===== src/design/wat_pkg.sv =====
package wat_pkg;

    localparam int CFG_ADDR_W = 4;
    localparam int CFG_DATA_W = 32;
    localparam int LEN_W      = 13;
    localparam int THR_W      = 15;

    localparam logic [LEN_W-1:0] LEN_RST  = 13'd4096;
    localparam logic [THR_W-1:0] THR_RST  = 15'd29491;
    localparam logic             MODE_RST = 1'b1;

    typedef enum logic [1:0] {
        REG_LEN  = 2'd0,
        REG_THR  = 2'd1,
        REG_MODE = 2'd2
    } t_reg_idx;

    typedef enum logic [2:0] {
        ST_IDLE,
        ST_UPDATE,
        ST_DIV,
        ST_FINAL,
        ST_PUSH
    } t_state;

    typedef struct packed {
        logic take;      // latch request, start store read
        logic fill;      // window still filling
        logic update;    // replace oldest, load divider
        logic div_step;
        logic finish;    // sign fix, threshold check
        logic push;      // load output register
    } t_dp_cmd;

    typedef struct packed {
        logic filling;
        logic out_free;
    } t_dp_sts;

endpackage


===== src/design/wat_ctrl.sv =====
module wat_ctrl #(
    parameter int SAMPLE_BITS = 16
) (
    input  logic             i_clk,
    input  logic             i_rst_n,
    input  logic             i_in_valid,
    output logic             o_in_ready,
    input  wat_pkg::t_dp_sts i_sts,
    output wat_pkg::t_dp_cmd o_cmd
);
    localparam int CW = $clog2(SAMPLE_BITS);

    wat_pkg::t_state r_state, n_state;
    logic [CW-1:0]   r_cnt, n_cnt;

    always_ff @(posedge i_clk) begin
        if (!i_rst_n) begin
            r_state <= wat_pkg::ST_IDLE;
            r_cnt   <= '0;
        end else begin
            r_state <= n_state;
            r_cnt   <= n_cnt;
        end
    end

    always_comb begin
        n_state    = r_state;
        n_cnt      = r_cnt;
        o_cmd      = '0;
        o_in_ready = 1'b0;
        case (r_state)
            wat_pkg::ST_IDLE: begin
                o_in_ready = 1'b1;
                if (i_in_valid) begin
                    o_cmd.take = 1'b1;
                    n_state    = wat_pkg::ST_UPDATE;
                end
            end
            wat_pkg::ST_UPDATE: begin
                n_cnt = '0;
                if (i_sts.filling) begin
                    o_cmd.fill = 1'b1;
                    n_state    = wat_pkg::ST_PUSH;
                end else begin
                    o_cmd.update = 1'b1;
                    n_state      = wat_pkg::ST_DIV;
                end
            end
            wat_pkg::ST_DIV: begin
                o_cmd.div_step = 1'b1;
                n_cnt          = r_cnt + CW'(1);
                if (r_cnt == CW'(SAMPLE_BITS - 1)) begin
                    n_state = wat_pkg::ST_FINAL;
                end
            end
            wat_pkg::ST_FINAL: begin
                o_cmd.finish = 1'b1;
                n_state      = wat_pkg::ST_PUSH;
            end
            wat_pkg::ST_PUSH: begin
                if (i_sts.out_free) begin
                    o_cmd.push = 1'b1;
                    n_state    = wat_pkg::ST_IDLE;
                end
            end
            default: n_state = wat_pkg::ST_IDLE;
        endcase
    end

    a_div_before_final: assert property (@(posedge i_clk) disable iff (!i_rst_n)
        (r_state == wat_pkg::ST_FINAL) |-> ($past(r_state) == wat_pkg::ST_DIV))
        else $error("final step not preceded by divide");

endmodule


===== config.mk =====
export PLATFORM = sky130hd
export DESIGN_NAME = wat_ctrl
export DESIGN_NICKNAME = d
export VERILOG_FILES = /design/src/design/wat_pkg.sv /design/src/design/wat_ctrl.sv
export SDC_FILE = /design/constraint.sdc
export NUM_CORES = 1
export LEC_CHECK = 0
export ABC_AREA = 1
export BUFFER_PORTS_ARGS = -buffer_cell sky130_fd_sc_hd__buf_2
export CAP_MARGIN = 25
export CORE_AREA = 2 2 39 41
export CTS_BUF_LIST = sky130_fd_sc_hd__clkbuf_4
export DETAILED_ROUTE_END_ITERATION = 8
export DIE_AREA = 0 0 41 43
export GPL_TIMING_DRIVEN = 0
export HOLD_SLACK_MARGIN = 0.08
export PLACE_DENSITY_LB_ADDON = 0.3
export SLEW_MARGIN = 15
export SYNTH_ARGS = -nofsm -noshare
export SYNTH_HDL_FRONTEND = slang
export SYNTH_SLANG_ARGS = --single-unit

===== constraint.sdc =====
create_clock -name i_clk -period 0.95 [get_ports i_clk]
set_input_delay 0.1425 -clock i_clk [delete_from_list [all_inputs] [get_ports i_clk]]
set_output_delay 0.1425 -clock i_clk [all_outputs]
set_load 0.05 [all_outputs]

After elaboration in Yosys (flattened, before gate mapping)
Index checks and enable logic that the tools add are counted.
Storage, ports and cells
  bits in registers: 7
  bits of input ports: 5
  output and inout port bits: 7
Cells by class
  add/subtract/negate cells: 1
  equal/unequal tests: 8
  mux-type cells: 16
  reductions and logical operators: 3
Operators with widths (number)
  $pmux W3 S5: 1
  $mux W3: 4
  $mux W1: 9
  $pmux W4 S2: 1
  $eq A3 B2 Y1 const B: 2
  $ne A2 B2 Y1 const B: 3
  $add A4 B1 Y4 const B: 1
  $eq A4 B4 Y1 const B: 1
  $eq A3 B1 Y1 const B: 1
  $eq A3 B3 Y1 const B: 1
  $logic_not A3 Y1: 1
  $reduce_and A3 Y1: 1
  $mux W2: 1
  $reduce_bool A2 Y1: 1

Logic depth before layout (Yosys ltp)
  word-level depth: 3
  gate-level depth with buffers: 6

Least setup slack after synthesis
OpenSTA, ideal clock, no wires.
  path kind: register to output
  start point: register r_state[1]
  end point: output o_cmd[0] (netlist name)
  arrival time: 1.969 ns
  data required time: 0.808 ns
  path slack: -1.162 ns
  stages on the path, launching flop included: 3
  cells stage by stage: dfxtp_1 -> buf_4 -> nor4_1
RTL lines
  from (decl): line wat_ctrl.sv:13  | wat_pkg::t_state r_state, n_state;
  from (signal assigned): line wat_ctrl.sv:18  | r_state <= wat_pkg::ST_IDLE;
  from (signal assigned): line wat_ctrl.sv:21  | r_state <= n_state;
  to (decl): line wat_ctrl.sv:9  | output wat_pkg::t_dp_cmd o_cmd

==> results.md <==
- Run status: complete, but fails checks
- Violations in the final reports: negative setup slack
- Number of H-tree branching levels: 1
- Grt total ovfl: 0
- Maximum clock frequency: roughly 0.8 GHz
- CP max FO: 4
- Initial antenna violation count: 0
- Gr usage total: 0.1444
- Synthesized instance count: between 50 and 60
- Fill count: 131
- CTS root buffer: clkbuf_4
- Final Setup Violations: 13
- Setup Skew: 4.216 ps
- Top post-synthesis cells by count: nand3_1 (9), dfxtp_1 (7)
- Final worst path period share: 1.353
- Met2 routed WL: 631 µm
- Post-synth top area share: 0.3353
- Post-Layout Cell Count: 97
- Worst slew pin tran: 204.9 ps
- EDFF count, synth: 0
- Starting Density: 0.3020
- Die Y-Extent: 43 µm
- Most frequent CP cell: nor2_4
- IO buf count: 11
- Layout Nets: approximately 90
- Main synth FF type: dfxtp_1
- Sequential area share after synthesis: 0.3353
- Largest net degree at the start of global routing: 7
- CORE AREA: 0.001384 mm²
- CTS Buf Count: 3
- Synth warnings: 0
- ANT cells: 0
- Final hold viol count: 0
- TritonCTS clock tree: built
- CP Capture Type: output pin
- Cell accounting for the most synthesized area: dfxtp_1
- Most numerous cell in the Yosys netlist: nand3_1
- Reg-to-reg setup timing slack: -160 ps
- Async set-reset flop share out of synthesis: 0
- Synthesized area per cell: roughly 7.3 µm²
- DR vias: about 460
- Syn_nets: 63
- Setup ws final: -335.5 ps
- I/O pins: 12
- DP Worst Slack: -211.2 ps
- Worst Path Required: 810 ps
- Clock slew at reported path FFs: approximately 50 ps
- Slowest stage delay, CP: 390 ps
- Area Growth Syn to Fin: 94.31%
- Cell variety after synth: 20
- Total power draw: ~1.3 mW
- Synth top area cells: dfxtp_1 (34%), nand3_1 (11%), a21oi_1 (6.0%)
- Worst-case vdd ir drop: 0.8230 mV
- HP Class: input port to register
- Dpl cells: 84
- Critical path's slowest cell: dfxtp_4
- Max_cap viols: 0
- Crit path launch type: register
- Share of layout cells above drive strength 1: 0.6543
- Vias per cell: 4.701
- First drt pass iteration count: 4
- HPWL Detailed: ~700 µm
- RSZ-0062 raised after global routing: true
- Drt total wl: approximately 1.1 mm
- Die Span X: 41 µm
- Critical path arrival: 1140 ps
- WL/cell: between 10 and 15 µm
- P per Cell Area: 1637 mW/mm²
- Post-route minimum period: 1285 ps
- # rows: 14
- Worst skew pair latency: 240 ps
- Max-slew violations: 0
- Top Metal Used: met3
- Hold buffers post-CTS: 0
- Critical Setup Path Class: register to output pin
- First-pass GRT wire length: between 1.5 and 2 mm
- Clk sink count: 7
- Top Family by Delay on Critical Path: flip-flops
- Final ANT Viol Nets: 0
- Initial drt markers: 9
- Wl on met1: 462 µm
- Seq cells post-synth: 7
- Leakage: 0.3291 nW
- Final design utilization: 0.5868
- Max Root-Sink Buffers: 2
- Max_slew headroom: 0.8624
- Routed wl met3: 53 µm
- Crit-path cells: inv_6, nor2_4, nand2_4, nor2_4, buf_6
- Mapped Area: 417.9 µm²
- GP Congestion: 0.6849
- Drt drc: 0
- WP buf/inv: 2
- DIE AREA: 0.001763 mm²
- Final TNS setup: -2406 ps
- Vias in the first global route: 424
sequential cells by signal, indices dropped and copies added, names as in the netlist:
name,cells
r_cnt,4
r_state,3
layout by cell type, fill, tap and decap left out, types with 3 or more instances in the layout:
| cell type | instances |
|---|---|
| buf_6 | 7 |
| buf_4 | 7 |
| nand3_1 | 6 |
| nor2_4 | 5 |
| inv_1 | 5 |
| nand2_1 | 5 |
| a21oi_1 | 4 |
| clkbuf_4 | 4 |
| buf_2 | 4 |
| dfxtp_4 | 4 |
| nand3_2 | 3 |
final timing paths:
| kind | cells past startpoint | to | from |
|---|---|---|---|
| hold / removal | 3 | r_cnt[0] | i_rst_n |
| setup / recovery | 5 | o_cmd[3] | r_state[0] |
| setup reg to reg | 8 | r_state[1] | r_state[0] |
| hold reg to reg | 1 | r_cnt[0] | r_cnt[0] |
logic make-up (layout without fill, tap and decap cells):
group / count (synthesis) / count (layout) / synth area share
and+or+nand+nor: 32 / 32 / 0.4431
DFF: 7 / 7 / 0.3353
AOI/OAI and AO/OA: 8 / 8 / 0.09579
buffers and inverters: 9 / 33 / 0.09584
adders and majority gates: 1 / 1 / 0.02994
layout make-up:
class	instances	area, µm²	area share
repair buffers	21	201.4	0.2481
multi-input cells	41	356.6	0.4391
well taps	16	20.02	0.02465
clock buffers	4	30.03	0.03698
inverters	8	47.55	0.05855
flip-flops and latches	7	156.4	0.1926
report_power, final:
part           internal [mW]  switching, mW  total (mW)  leakage [nW]
Combinational          0.285          0.386       0.671         0.250
Sequential             0.320         0.0540       0.374        0.0603
Clock                  0.188         0.0968       0.285        0.0184
what timing repair did:
item / CTS / global route
resized for setup: 25 / 12
gates cloned: 0 / 0
setup buffers: 7 / 3
hold endpoints to repair: 0 / 0
pin swaps: 7 / 5
endpoints found under the setup margin: 13 / 14
routing by layer:
layer / global-route usage / vias to the layer above
li1: - / 237
met1: 0.1705 / 208
met2: 0.2375 / 11
met3: 0.04712 / 0
met4: 0.04000 / 0
met5: 0 / -
worst reg2reg max path, delay by kind of cell (launching register included):
family                 cells  cell delay, ps
DFF                        1             370
buffers and inverters      3             330
and+or+nand+nor            5             300
through the flow:
stage | hold WS, ps | instance area [µm²]
2_1_floorplan | 280.9 | 508.0
3_3_place_gp | 407.3 | 583.1
3_5_place_dp | 411.0 | 583.1
4_1_cts | 121.8 | 755.7
5_1_grt | 138.5 | 812.0
6_report | 130.0 | 812.0
Power figures use the tool's default switching activity.
