**src/design/wat_pkg.sv**
```systemverilog
package wat_pkg;

    localparam int CFG_ADDR_W = 4;
    localparam int CFG_DATA_W = 32;
    localparam int LEN_W      = 13;
    localparam int THR_W      = 15;

    localparam logic [LEN_W-1:0] LEN_RST  = 13'd4096;
    localparam logic [THR_W-1:0] THR_RST  = 15'd29491;
    localparam logic             MODE_RST = 1'b1;

    typedef enum logic [1:0] {
        REG_LEN  = 2'd0,
        REG_THR  = 2'd1,
        REG_MODE = 2'd2
    } t_reg_idx;

    typedef enum logic [2:0] {
        ST_IDLE,
        ST_UPDATE,
        ST_DIV,
        ST_FINAL,
        ST_PUSH
    } t_state;

    typedef struct packed {
        logic take;      // latch request, start store read
        logic fill;      // window still filling
        logic update;    // replace oldest, load divider
        logic div_step;
        logic finish;    // sign fix, threshold check
        logic push;      // load output register
    } t_dp_cmd;

    typedef struct packed {
        logic filling;
        logic out_free;
    } t_dp_sts;

endpackage

```
**src/design/wat_regs.sv**
```systemverilog
module wat_regs #(
    parameter int WINDOW_MAX = 4096
) (
    input  logic                               i_clk,
    input  logic                               i_rst_n,
    input  logic                               psel,
    input  logic                               penable,
    input  logic                               pwrite,
    input  logic [wat_pkg::CFG_ADDR_W-1:0]     paddr,
    input  logic [wat_pkg::CFG_DATA_W-1:0]     pwdata,
    output logic [wat_pkg::CFG_DATA_W-1:0]     prdata,
    output logic                               pready,
    output logic [$clog2(WINDOW_MAX+1)-1:0]    o_eff_len,
    output logic [wat_pkg::THR_W-1:0]          o_thr,
    output logic                               o_above,
    output logic                               o_len_wr
);
    localparam int LW = $clog2(WINDOW_MAX + 1);

    logic [wat_pkg::LEN_W-1:0] r_len;
    logic [wat_pkg::THR_W-1:0] r_thr;
    logic                      r_above;
    logic                      wr_en;
    wat_pkg::t_reg_idx         idx;
    logic [31:0]               len_x;

    assign pready = 1'b1;
    assign wr_en  = psel & penable & pwrite;
    assign idx    = wat_pkg::t_reg_idx'(paddr[wat_pkg::CFG_ADDR_W-1:2]);

    always_ff @(posedge i_clk) begin
        if (!i_rst_n) begin
            r_len   <= wat_pkg::LEN_RST;
            r_thr   <= wat_pkg::THR_RST;
            r_above <= wat_pkg::MODE_RST;
        end else if (wr_en) begin
            case (idx)
                wat_pkg::REG_LEN:  r_len   <= pwdata[wat_pkg::LEN_W-1:0];
                wat_pkg::REG_THR:  r_thr   <= pwdata[wat_pkg::THR_W-1:0];
                wat_pkg::REG_MODE: r_above <= pwdata[0];
                default: ;
            endcase
        end
    end

    assign o_len_wr = wr_en && (idx == wat_pkg::REG_LEN);

    always_comb begin
        case (idx)
            wat_pkg::REG_LEN:  prdata = wat_pkg::CFG_DATA_W'(r_len);
            wat_pkg::REG_THR:  prdata = wat_pkg::CFG_DATA_W'(r_thr);
            wat_pkg::REG_MODE: prdata = wat_pkg::CFG_DATA_W'(r_above);
            default:           prdata = '0;
        endcase
    end

    // zero length acts as one, oversize saturates
    assign len_x = 32'(r_len);
    always_comb begin
        if (r_len == '0) begin
            o_eff_len = LW'(1);
        end else if (len_x > 32'(WINDOW_MAX)) begin
            o_eff_len = LW'(WINDOW_MAX);
        end else begin
            o_eff_len = len_x[LW-1:0];
        end
    end

    assign o_thr   = r_thr;
    assign o_above = r_above;

endmodule

```
**config.mk**
```make
export PLATFORM = sky130hd
export DESIGN_NAME = wat_regs
export DESIGN_NICKNAME = d
export VERILOG_FILES = /design/src/design/wat_pkg.sv /design/src/design/wat_regs.sv
export SDC_FILE = /design/constraint.sdc
export NUM_CORES = 1
export LEC_CHECK = 0
export ABC_AREA = 1
export BUFFER_PORTS_ARGS = -buffer_cell sky130_fd_sc_hd__buf_2
export CORE_ASPECT_RATIO = 0.7
export CORE_MARGIN = 10
export CORE_UTILIZATION = 25
export DETAILED_ROUTE_END_ITERATION = 8
export PLACE_DENSITY = 0.48
export SLEW_MARGIN = 5
export SYNTH_ARGS = -nofsm -noshare
export SYNTH_HDL_FRONTEND = slang
export SYNTH_SLANG_ARGS = --single-unit
export TNS_END_PERCENT = 50
```
**constraint.sdc**
```tcl
create_clock -name i_clk -period 1.3 [get_ports i_clk]
set_input_delay 0.26 -clock i_clk [delete_from_list [all_inputs] [get_ports i_clk]]
set_output_delay 0.26 -clock i_clk [all_outputs]
set_load 0.01 [all_outputs]
```
# Word level (Yosys, flattened, before mapping)

Index checks and enable logic that the tools add are counted.

Reductions and logical operators: 6
Bitwise gates (word level): 2
Eq/ne operators: 2
Muxes and demuxes: 3
Magnitude comparators: 1

Operators by type and width:

| kind                 | number |
|---|---|
| $pmux 15 s3          | 1 |
| $mux 13              | 2 |
| $gt 13x13->1 const B | 1 |
| $logic_not 13->1     | 1 |
| $reduce_and 2->1     | 3 |
| $and 1x1->1          | 2 |
| $eq 2x1->1 const B   | 1 |
| $eq 2x2->1 const B   | 1 |
| $logic_not 2->1      | 1 |
| $logic_and 1x1->1    | 1 |

Output and inout port bits: 63
Input bits: 41
Word-level logic and storage cells: 17
Flip-flop bits (word level): 29

# Longest topological paths before layout

Gate-level depths: netlist (run 1).

Word-level depth: 3
Mapped depth: 7
Depth with buffers taken out: 7

# Least setup slack after synthesis (run 1)

Ideal clock, no wire load.

Path kind: flip-flop to output port
Start: register r_len[6] (netlist bit)
End: output port o_eff_len[1]
Arrival: 951 ps
Buffers on the path: 0
Slack: 89 ps
Data required time: 1040 ps
Stages on the path, launching flop included: 6
Path through: dfxtp_1 -> nor2_1 -> nand2_1 -> nor2_1 -> nand2_2 -> a21oi_1

Longest elaborated chain between the ends: 3
Elaborated cells between the ends (all ways): 4
Classes of those cells: order compare: 1; mux: 2; reduce/logical: 1

Ends and longest elaborated chain:

| item                   | line           | text |
|---|---|---|
| start, declared        | wat_regs.sv:20 | `logic [wat_pkg::LEN_W-1:0] r_len;` |
| start signal, assigned | wat_regs.sv:33 | `r_len <= wat_pkg::LEN_RST;` |
| start signal, assigned | wat_regs.sv:38 | `wat_pkg::REG_LEN: r_len <= pwdata[wat_pkg::LEN_W-1:0];` |
| $gt 13x13->1           | wat_regs.sv:62 | `end else if (len_x > 32'(WINDOW_MAX)) begin` |
| $mux 13                | wat_regs.sv:62 |  |
| $mux 13 *              | wat_regs.sv:60 | `if (r_len == '0) begin` |
| end, declared          | wat_regs.sv:13 | `output logic [$clog2(WINDOW_MAX+1)-1:0] o_eff_len,` |

Every way passes the cells marked *; elsewhere a longest branch is shown, timed or not.

# Worst setup path in the final report (run 1)

Start: register r_len[3] (netlist bit)
End: output port o_eff_len[0]

Same word-level chain as after synthesis.

==> results of run 1 <==
per-layer routing:
metal,global-route usage,vias up,part of all wire
met3,0.04008,5,0.065
met4,0.03020,0,0.0070
li1,-,846,-
met5,0,-,0
met1,0.1315,754,0.48
met2,0.1686,53,0.45
registers in the layout, indices dropped and copies added (netlist names):
| signal | flops |
|---|---|
| o_thr | 15 |
| r_len | 13 |
| o_above | 1 |
cells in the final DEF (no fill, tap or decap):
| master | n |
|---|---|
| clkbuf_16 | 1 |
| buf_12 | 3 |
| nand2_1 | 37 |
| clkinv_2 | 2 |
| nand3_4 | 1 |
| nor2_2 | 7 |
| conb_1 | 18 |
| inv_4 | 3 |
| o21ai_2 | 16 |
| nor2_8 | 2 |
| nor2_1 | 15 |
| buf_6 | 8 |
| inv_2 | 7 |
| inv_1 | 19 |
| a21oi_2 | 15 |
| dfxtp_1 | 16 |
| dfxtp_4 | 1 |
| buf_2 | 65 |
| dfxtp_2 | 12 |
| o21ai_0 | 5 |
| nand2_2 | 3 |
| clkbuf_8 | 5 |
| clkbuf_1 | 1 |
| nand3_1 | 8 |
| o21ai_1 | 10 |
| a21oi_1 | 5 |
| o211ai_1 | 4 |
| nand2_4 | 4 |
| buf_4 | 13 |
| nor2_4 | 4 |
cell usage after synthesis:
| cell | number | area share |
|---|---|---|
| a21oi_1 | 12 | 0.036 |
| a21oi_2 | 8 | 0.042 |
| buf_12 | 1 | 0.012 |
| buf_2 | 1 | 0.0030 |
| buf_4 | 20 | 0.089 |
| buf_6 | 3 | 0.020 |
| clkbuf_1 | 2 | 0.0045 |
| clkbuf_2 | 1 | 0.0030 |
| clkbuf_4 | 1 | 0.0045 |
| conb_1 | 2 | 0.0045 |
| dfxtp_1 | 29 | 0.34 |
| inv_1 | 27 | 0.060 |
| inv_2 | 2 | 0.0045 |
| nand2_1 | 40 | 0.089 |
| nand2_2 | 1 | 0.0037 |
| nand2_4 | 2 | 0.013 |
| nand3_1 | 8 | 0.024 |
| nand3_4 | 1 | 0.010 |
| nor2_1 | 20 | 0.045 |
| nor2_2 | 6 | 0.022 |
| nor2_8 | 2 | 0.024 |
| o211ai_1 | 4 | 0.018 |
| o21ai_0 | 17 | 0.051 |
| o21ai_2 | 14 | 0.073 |
stage by stage:
stage               worst slack [ns]  TNS, ns  std cells  hold slack, ns
floorplan                    0.08875        0        240          0.3862
global placement             -0.1439   -1.234        391          0.4653
CTS                          -0.4145   -3.602        400          0.1978
global route                 -0.4728   -4.600        401          0.2102
detailed placement           -0.1861   -1.486        391          0.4724
finish                       -0.3842   -3.338        401          0.2019
worst reg2reg max path: stages (launching register included):
cell and delay [ns]:
dfxtp_2 0.32, buf_4 0.13, o21ai_0 0.15, a21oi_1 0.05
timing repair:
item                       CTS  global route
pin swaps                   13             8
setup endpoints to repair   24            25
gates cloned                 1             1
resized for setup           40            29
where the power goes:
part | internal, W | total, W | switching, W
Combinational | 0.000157 | 0.000409 | 0.000252
Clock | 0.000370 | 0.000716 | 0.000345
Sequential | 0.000908 | 0.000924 | 0.0000156
Total | 0.00144 | 0.00205 | 0.000614
cells by family after synthesis:
| group | count (synthesis) | synth area share |
|---|---|---|
| simple gates | 80 | 0.2312 |
| flops | 29 | 0.3450 |
| buf+inv | 58 | 0.2007 |
| other cells | 2 | 0.004463 |
| compound gates | 55 | 0.2186 |
worst max-delay path by stage:
stage               slack (ns)     start           end
global route             -0.47  r_len[3]  o_eff_len[6]
floorplan                 0.09  r_len[6]  o_eff_len[1]
CTS                      -0.41  r_len[3]  o_eff_len[0]
global placement         -0.14  r_len[6]  o_eff_len[2]
finish                   -0.38  r_len[3]  o_eff_len[0]
detailed placement       -0.19  r_len[6]  o_eff_len[1]
area by class of cell:
type / instances / area (um2)
clock buffer: 6 / 72.57
clock inverter: 2 / 10.01
fill: 693 / 3941
inverter: 29 / 116.4
multi-input combinational: 154 / 914.6
sequential: 29 / 599.3
tap: 91 / 113.9
timing repair buffer: 90 / 598.1
==> flow_metrics.env, run 1 <==
export IMPL_outcome="complete, but fails checks"
export IMPL_violations="setup timing"
export IMPL_critPathRequiredTime_ns=1.04
export IMPL_final_area_mm2=0.002425
export IMPL_path_depth=8
export IMPL_fin_skew_ns=0
export IMPL_row_count=24
export IMPL_die_h_um=88.65
export IMPL_crit_slowest_cell="dfxtp_2"
export IMPL_worstSetupPathType="flop to output pin"
export IMPL_route_detailed_drc=0
export IMPL_peakVddDrop_v=0.0003186
export IMPL_post_cts_setup_buffers=0
export IMPL_track_usage=0.1058
export IMPL_cts_hold_buf=0
export IMPL_grt_setup_unrepaired="true"
export IMPL_r2r_setup_slack_ns=0.53
export IMPL_utilization=0.3809
export IMPL_cts_clk_slew_worst_paths_ns=0.07
export IMPL_worstPathMaxFanout=5
export IMPL_drt_first_pass_iters=4
export IMPL_io_pins=104
export IMPL_finalWorstSetupSlack_ns=-0.3842
export IMPL_vias=1658
export IMPL_postPlaceCellArea_mm2=0.002168
export IMPL_cts_tree="yes"
export IMPL_globalplace_congestion=0.7438
export IMPL_grt_max_degree=30
export IMPL_drv_cap=0
export IMPL_core_mm2=0.006366
export IMPL_path_cells="nor2_2, nand2_2, nor2_4, nand2_4, nand2_1, nand2_1, inv_1, buf_6"
export IMPL_die_area_mm2=0.01047
export IMPL_detailed_place_hpwl_um=4256
export IMPL_grt_pass1_wl_um=8818
export IMPL_cp_top_family="simple AND/OR/NAND/NOR gates"
export IMPL_die_w_um=118.1
export IMPL_endpoint_kind="output pin"
export IMPL_power_per_cell_area_mw_per_mm2=845.0
export IMPL_clk_latency_ns=0.27
export IMPL_initial_utilization=0.2643
export IMPL_syn_area_mm2=0.001683
export IMPL_grt_overflow=0
export IMPL_setup_viol=13
export IMPL_min_delay_start="pwdata[14]"
export IMPL_p_leak_nw=1.220
export IMPL_final_layout_size_suffix_gt1_frac=0.5548
export IMPL_rr_worst_depth=3
export IMPL_worstReg2RegEnd="r_len[2]"
export IMPL_netlist_instances=224
export IMPL_cp_start_kind="flop"
export IMPL_hold_viol_final=0
export IMPL_critPathMostFrequentCell="nand2_1"
export IMPL_cts_sinks=29
export IMPL_p_total_w=0.002049
export IMPL_cts_buffer_depth=2
export IMPL_ys_types=24
export IMPL_drt_iter0_markers=49
export IMPL_max_clock_freq_ghz=0.5938
export IMPL_ys_seq_area_frac=0.3450
export IMPL_synthToLayoutAreaGrowth_pct=44.09
export IMPL_cts_made_buffers=5
export IMPL_avgRoutedWirePerCell_um=14.23
export IMPL_postRouteAntennaNets=0
export IMPL_hp_class="input port to flop"
export IMPL_antenna_found_initial=0
export IMPL_layout_nets=350
export IMPL_syn_area_per_cell_um2=7.513
export IMPL_wl_um=5708
export IMPL_r2r_start="r_len[2]"
export IMPL_arrival_ns=1.42
export IMPL_crit_buf_inv=2
export IMPL_slew_viol_final=0
export IMPL_min_period_ns=1.684
export IMPL_hold_end="o_thr[14]"
export IMPL_finalCritPeriodShare=1.296
export IMPL_io_buffer_count=66
export IMPL_h_tree_depth=2
export IMPL_grt_pass1_vias=1733
export IMPL_yosysWarningCount=0
export IMPL_n_antenna_cell=0
export IMPL_cts_root_buf="clkbuf_8"
export IMPL_cp_slowest_stage_delay_ns=0.33
export IMPL_vias_per_cell=4.135
export IMPL_hold_path_depth=3
export IMPL_ys_ff_latch=29
(Power assumes the default switching activity.)
==> run 2, diff against run 1 <==
--- a/config.mk
+++ b/config.mk
@@ -11,6 +11,7 @@
 export CORE_MARGIN = 10
 export CORE_UTILIZATION = 25
 export DETAILED_ROUTE_END_ITERATION = 8
+export GPL_TIMING_DRIVEN = 0
 export PLACE_DENSITY = 0.48
 export SLEW_MARGIN = 5
 export SYNTH_ARGS = -nofsm -noshare
==> run 2 against run 1 <==
The run still ends with setup timing left. Power increased by 3.8%. Sequential share of layout area shrank 1.2 points. Via count rose by 1.7%. Sequential power is essentially flat. Clock skew is the same. Routed wire length up 7.3%. Critical path type unchanged. Largest cell class unchanged.
==> flow_metrics.env, run 2 (synthesized netlist as in run 1, its figures left out) <==
export IMPL_final_layout_size_suffix_gt1_frac=0.5607
export IMPL_drv_cap=0
export IMPL_p_leak_nw=1.289
export IMPL_layout_nets=362
export IMPL_fin_setup_tns_ns=-3.109
export IMPL_endpoint_kind="output pin"
export IMPL_grt_max_degree=11
export IMPL_die_area_mm2=0.01047
export IMPL_n_antenna_cell=0
export IMPL_cts_clk_slew_worst_paths_ns=0.06
export IMPL_hold_viol_final=0
export IMPL_final_common_cell="buf_2"
export IMPL_io_pins=104
export IMPL_grt_pass1_wl_um=9183
export IMPL_core_mm2=0.006366
export IMPL_cp_slowest_stage_delay_ns=0.34
export IMPL_globalplace_congestion=0.7509
export IMPL_largest_reg_flops=15
export IMPL_finalCritPeriodShare=1.289
export IMPL_seqPwrFrac=0.434
export IMPL_slew_viol_final=0
export IMPL_pwr_share_clk=0.349
export IMPL_outcome="complete, but fails checks"
export IMPL_postRouteAntennaNets=0
export IMPL_cts_root_buf="clkbuf_8"
export IMPL_p_int_w=0.001516
export IMPL_violations="setup timing"
export IMPL_crit_slowest_cell="dfxtp_2"
export IMPL_hp_class="input port to flop"
export IMPL_peakVddDrop_v=0.0003240
export IMPL_finalWorstSetupSlack_ns=-0.3754
export IMPL_worstSetupPathType="flop to output pin"
export IMPL_pre_cts_ws_ns=-0.2008
export IMPL_initial_utilization=0.2643
export IMPL_row_count=24
export IMPL_setup_viol=10
export IMPL_track_usage=0.1112
export IMPL_cp_start_kind="flop"
export IMPL_netSwitchingFraction=0.2873
export IMPL_io_buffer_count=65
export IMPL_h_tree_depth=2
export IMPL_die_h_um=88.65
export IMPL_grt_setup_unrepaired="true"
export IMPL_switchingPower_w=0.0006108
export IMPL_wl_um=6122
export IMPL_cts_tree="yes"
export IMPL_die_w_um=118.1
export IMPL_power_per_cell_area_mw_per_mm2=822.5
export IMPL_max_clock_freq_ghz=0.5969
export IMPL_clk_latency_ns=0.27
export IMPL_detailed_place_hpwl_um=4498
export IMPL_avgRoutedWirePerCell_um=14.86
export IMPL_cts_made_buffers=5
export IMPL_min_period_ns=1.675
export IMPL_vias_per_cell=4.095
export IMPL_synthToLayoutAreaGrowth_pct=53.61
export IMPL_grt_overflow=0
export IMPL_worstPathMaxFanout=5
export IMPL_cts_buffer_depth=2
export IMPL_drt_iter0_markers=81
export IMPL_final_cell_mix="buf_2, nand2_1, buf_4"
export IMPL_antenna_found_initial=0
export IMPL_path_cells="nor2_2, nand2_2, nor2_4, nand2_4, a21oi_2, buf_2"
export IMPL_fin_skew_ns=0
export IMPL_arrival_ns=1.42
export IMPL_route_detailed_drc=0
export IMPL_drt_first_pass_iters=4
export IMPL_p_comb_frac=0.217
export IMPL_cts_sinks=29
export IMPL_grt_pass1_vias=1687
export IMPL_vias=1687
export IMPL_critPathRequiredTime_ns=1.04
run 2: layer usage:
metal	vias to the layer above	routed length [um]	track usage	part of all wire
li1	874	-	-	-
met1	752	3125	0.1519	0.51
met2	56	2531	0.1595	0.41
met3	5	427	0.04326	0.070
met4	0	36	0.02685	0.0059
met5	-	0	0	0
run 2: path summary, 6_finish.rpt:
check,start,to,slack [ns],depth (start not counted)
max,r_len[4],o_eff_len[2],-0.38,6
min,pwdata[13],o_thr[13],0.20,3
max reg2reg,r_len[0],r_len[0],0.59,3
min reg2reg,o_thr[9],o_thr[9],0.48,2
run 2: what timing repair did:
action,4_1_cts,5_1_grt
hold endpoints to repair,0,0
gates resized for setup,49,34
hold buffers,0,0
pin swaps,12,5
gates cloned,2,2
endpoints found under the setup margin,25,25
buffers inserted,3,2
run 2: final cells by class:
| class | count | area (um2) |
|---|---|---|
| clock buffers | 7 | 86.33 |
| inverters | 29 | 128.9 |
| well taps | 91 | 113.9 |
| repair buffers | 73 | 432.9 |
| plain buffers | 29 | 286.5 |
| flip-flops and latches | 29 | 606.8 |
| multi-input cells | 154 | 929.6 |
| fillers | 688 | 3781 |
run 2: per-stage QoR:
stage / hold WS (ns) / area (um2) / total power (W) / util / instances
floorplan: 0.3862 / 1743 / 0.001172 / - / 240
global placement: 0.4649 / 2182 / 0.001301 / 0.3428 / 396
detailed placement: 0.4730 / 2182 / 0.001303 / 0.3428 / 396
CTS: 0.2044 / 2445 / 0.002101 / 0.3840 / 408
global route: 0.2167 / 2585 / 0.002227 / 0.4061 / 412
finish: 0.2020 / 2585 / 0.002126 / 0.4061 / 412
run 2: power by group through the flow:
stage | clock (W) | sequential [W] | combinational [W]
6_report | 0.000743 | 0.000922 | 0.000461
2_1_floorplan | 0 | 0.000947 | 0.000225
5_1_grt | 0.000802 | 0.000925 | 0.000500
3_3_place_gp | 0 | 0.000945 | 0.000356
3_5_place_dp | 0 | 0.000945 | 0.000358
4_1_cts | 0.000757 | 0.000926 | 0.000419
run 2: worst max-delay path, delay by kind of cell (launching register included):
kind / cells / cell delay (ns)
simple gates: 4 / 0.51
buf+inv: 1 / 0.14
flops: 1 / 0.34
compound gates: 1 / 0.15
==> run 3, diff against run 2 <==
--- a/config.mk
+++ b/config.mk
@@ -7,7 +7,7 @@
 export LEC_CHECK = 0
 export ABC_AREA = 1
 export BUFFER_PORTS_ARGS = -buffer_cell sky130_fd_sc_hd__buf_2
-export CORE_ASPECT_RATIO = 0.7
+export CORE_ASPECT_RATIO = 1.25
 export CORE_MARGIN = 10
 export CORE_UTILIZATION = 25
 export DETAILED_ROUTE_END_ITERATION = 8
==> run 3 against run 2 <==
The flow still finishes with violations (setup timing). Global-route usage grew 0.55 points. Sequential share of layout area down 0.38 points. Maximum frequency is 1.2% higher. Die area decreased by 0.31%. Sequential power is essentially flat. Critical path depth unchanged. Clock skew did not move. Non-clock buffer count grew 2. Critical path type unchanged.
==> flow_metrics.env, run 3 (synthesized netlist as in run 1, its figures left out) <==
export IMPL_clk_latency_ns=0.28
export IMPL_cts_root_buf="clkbuf_8"
export IMPL_drt_first_pass_iters=4
export IMPL_min_delay_start="pwdata[14]"
export IMPL_min_period_ns=1.656
export IMPL_avgRoutedWirePerCell_um=14.96
export IMPL_layout_nets=364
export IMPL_die_area_mm2=0.01043
export IMPL_grt_overflow=0
export IMPL_grt_met2_usage=0.2051
export IMPL_r2r_setup_slack_ns=0.42
export IMPL_cts_made_buffers=5
export IMPL_cp_start_kind="flop"
export IMPL_cts_sinks=29
export IMPL_rr_worst_depth=4
export IMPL_busiest_layer="met2"
export IMPL_finalNonFillerCells=411
export IMPL_globalplace_congestion=0.7285
export IMPL_postRouteAntennaNets=0
export IMPL_antenna_found_initial=0
export IMPL_arrival_ns=1.40
export IMPL_core_mm2=0.006565
export IMPL_initial_utilization=0.2563
export IMPL_vias_per_cell=4.134
export IMPL_p_leak_nw=1.313
export IMPL_grt_setup_unrepaired="true"
export IMPL_finalWorstSetupSlack_ns=-0.3556
export IMPL_route_detailed_drc=0
export IMPL_slew_viol_final=0
export IMPL_drt_iter0_markers=53
export IMPL_dpl_cell_count=392
export IMPL_wl_um=6149
export IMPL_hold_end="o_thr[14]"
export IMPL_drv_cap=0
export IMPL_die_h_um=111.7
export IMPL_detailed_place_hpwl_um=4396
export IMPL_grt_max_degree=11
export IMPL_synthToLayoutAreaGrowth_pct=56.13
export IMPL_utilization=0.4002
export IMPL_cts_buffer_depth=2
export IMPL_worstReg2RegEnd="r_len[1]"
export IMPL_pre_cts_ws_ns=-0.1910
export IMPL_finalCritPeriodShare=1.274
export IMPL_final_cell_mix="buf_2, nand2_1, buf_4"
export IMPL_setup_viol=9
export IMPL_hold_viol_final=0
export IMPL_grt_pass1_wl_um=9549
export IMPL_row_count=33
export IMPL_io_buffer_count=65
export IMPL_die_w_um=93.39
export IMPL_final_common_cell="buf_2"
export IMPL_hold_path_depth=3
export IMPL_vias=1699
export IMPL_largest_reg_flops=15
export IMPL_io_pins=104
export IMPL_critPathRequiredTime_ns=1.04
export IMPL_final_layout_size_suffix_gt1_frac=0.5957
export IMPL_outcome="complete, but fails checks"
export IMPL_track_usage=0.1167
export IMPL_hp_class="input port to flop"
export IMPL_violations="setup timing"
export IMPL_n_antenna_cell=0
export IMPL_max_clock_freq_ghz=0.6040
export IMPL_worstSetupPathType="flop to output pin"
export IMPL_fin_skew_ns=0
export IMPL_met1_usage=0.1301
export IMPL_cts_tree="yes"
export IMPL_grt_pass1_vias=1823
export IMPL_h_tree_depth=2
export IMPL_power_per_cell_area_mw_per_mm2=843.5
export IMPL_cts_clk_slew_worst_paths_ns=0.07
export IMPL_worstPathMaxFanout=5
export IMPL_use_met3=0.03562
export IMPL_peakVddDrop_v=0.0003889
export IMPL_endpoint_kind="output pin"
export IMPL_r2r_start="r_len[1]"
-- run 3: cell types whose count changed in the layout (fill, tap and decap cells not counted), sizes merged --
cell,before,now
buf,97,99
clkinv,0,1
clkinvlp,0,1
inv,29,28
-- run 3: power by group --
group          switching, W  internal [W]  leakage (nW)
sequential        0.0000193      0.000903         0.242
combinational      0.000265      0.000192          1.02
clock              0.000359      0.000478        0.0542
total              0.000644       0.00157          1.31
-- run 3: what timing repair did --
action | CTS | global route
resized for setup | 62 | 34
gates cloned | 3 | 1
pin swaps | 17 | 11
setup endpoints to repair | 26 | 26
setup buffers | 6 | 2
hold buffers | 0 | 0
-- run 3: stage by stage --
step | TNS [ns] | hold WS [ns] | power, W | area [um2]
5_1_grt | -4.156 | 0.2090 | 0.002322 | 2628
6_report | -2.975 | 0.1945 | 0.002216 | 2628
4_1_cts | -3.287 | 0.1920 | 0.002213 | 2529
3_5_place_dp | -3.695 | 0.4620 | 0.001304 | 2177
2_1_floorplan | 0 | 0.3862 | 0.001172 | 1743
3_3_place_gp | -3.478 | 0.4613 | 0.001301 | 2177
-- run 3: area by class of cell --
| cell class | count | area [um2] |
|---|---|---|
| inverters | 29 | 125.1 |
| clock buffers | 7 | 96.34 |
| repair buffers | 75 | 455.4 |
| multi-input cells | 154 | 952.2 |
| well taps | 87 | 108.9 |
| clock inverters | 1 | 5.005 |
| fillers | 723 | 3938 |
| plain buffers | 29 | 277.8 |
| flip-flops and latches | 29 | 606.8 |
-- run 3: layer usage --
| metal | part of all wire | vias to the layer above | routed length (um) |
|---|---|---|---|
| li1 | - | 874 | - |
| met1 | 0.42 | 754 | 2556 |
| met2 | 0.49 | 59 | 3027 |
| met3 | 0.074 | 12 | 452 |
| met4 | 0.018 | 0 | 113 |
| met5 | 0 | - | 0 |
-- run 3: critical path: stages, from the launching register on --
cell and delay (ns):
dfxtp_2 0.34, nor2_4 0.11, nand2_2 0.07, nor2_4 0.17, nand2_4 0.13, a21oi_2 0.15
buf_2 0.14
-- run 3: worst max-delay path by stage --
stage | slack (ns) | to | depth (start not counted) | startpoint
after floorplan | 0.09 | o_eff_len[1] | 5 | r_len[6]
after global placement | -0.19 | o_eff_len[10] | 3 | r_len[12]
after detailed placement | -0.19 | prdata[6] | 8 | paddr[3]
after CTS | -0.39 | o_eff_len[2] | 6 | r_len[3]
after global routing | -0.46 | o_eff_len[9] | 6 | r_len[6]
final | -0.36 | o_eff_len[9] | 6 | r_len[5]
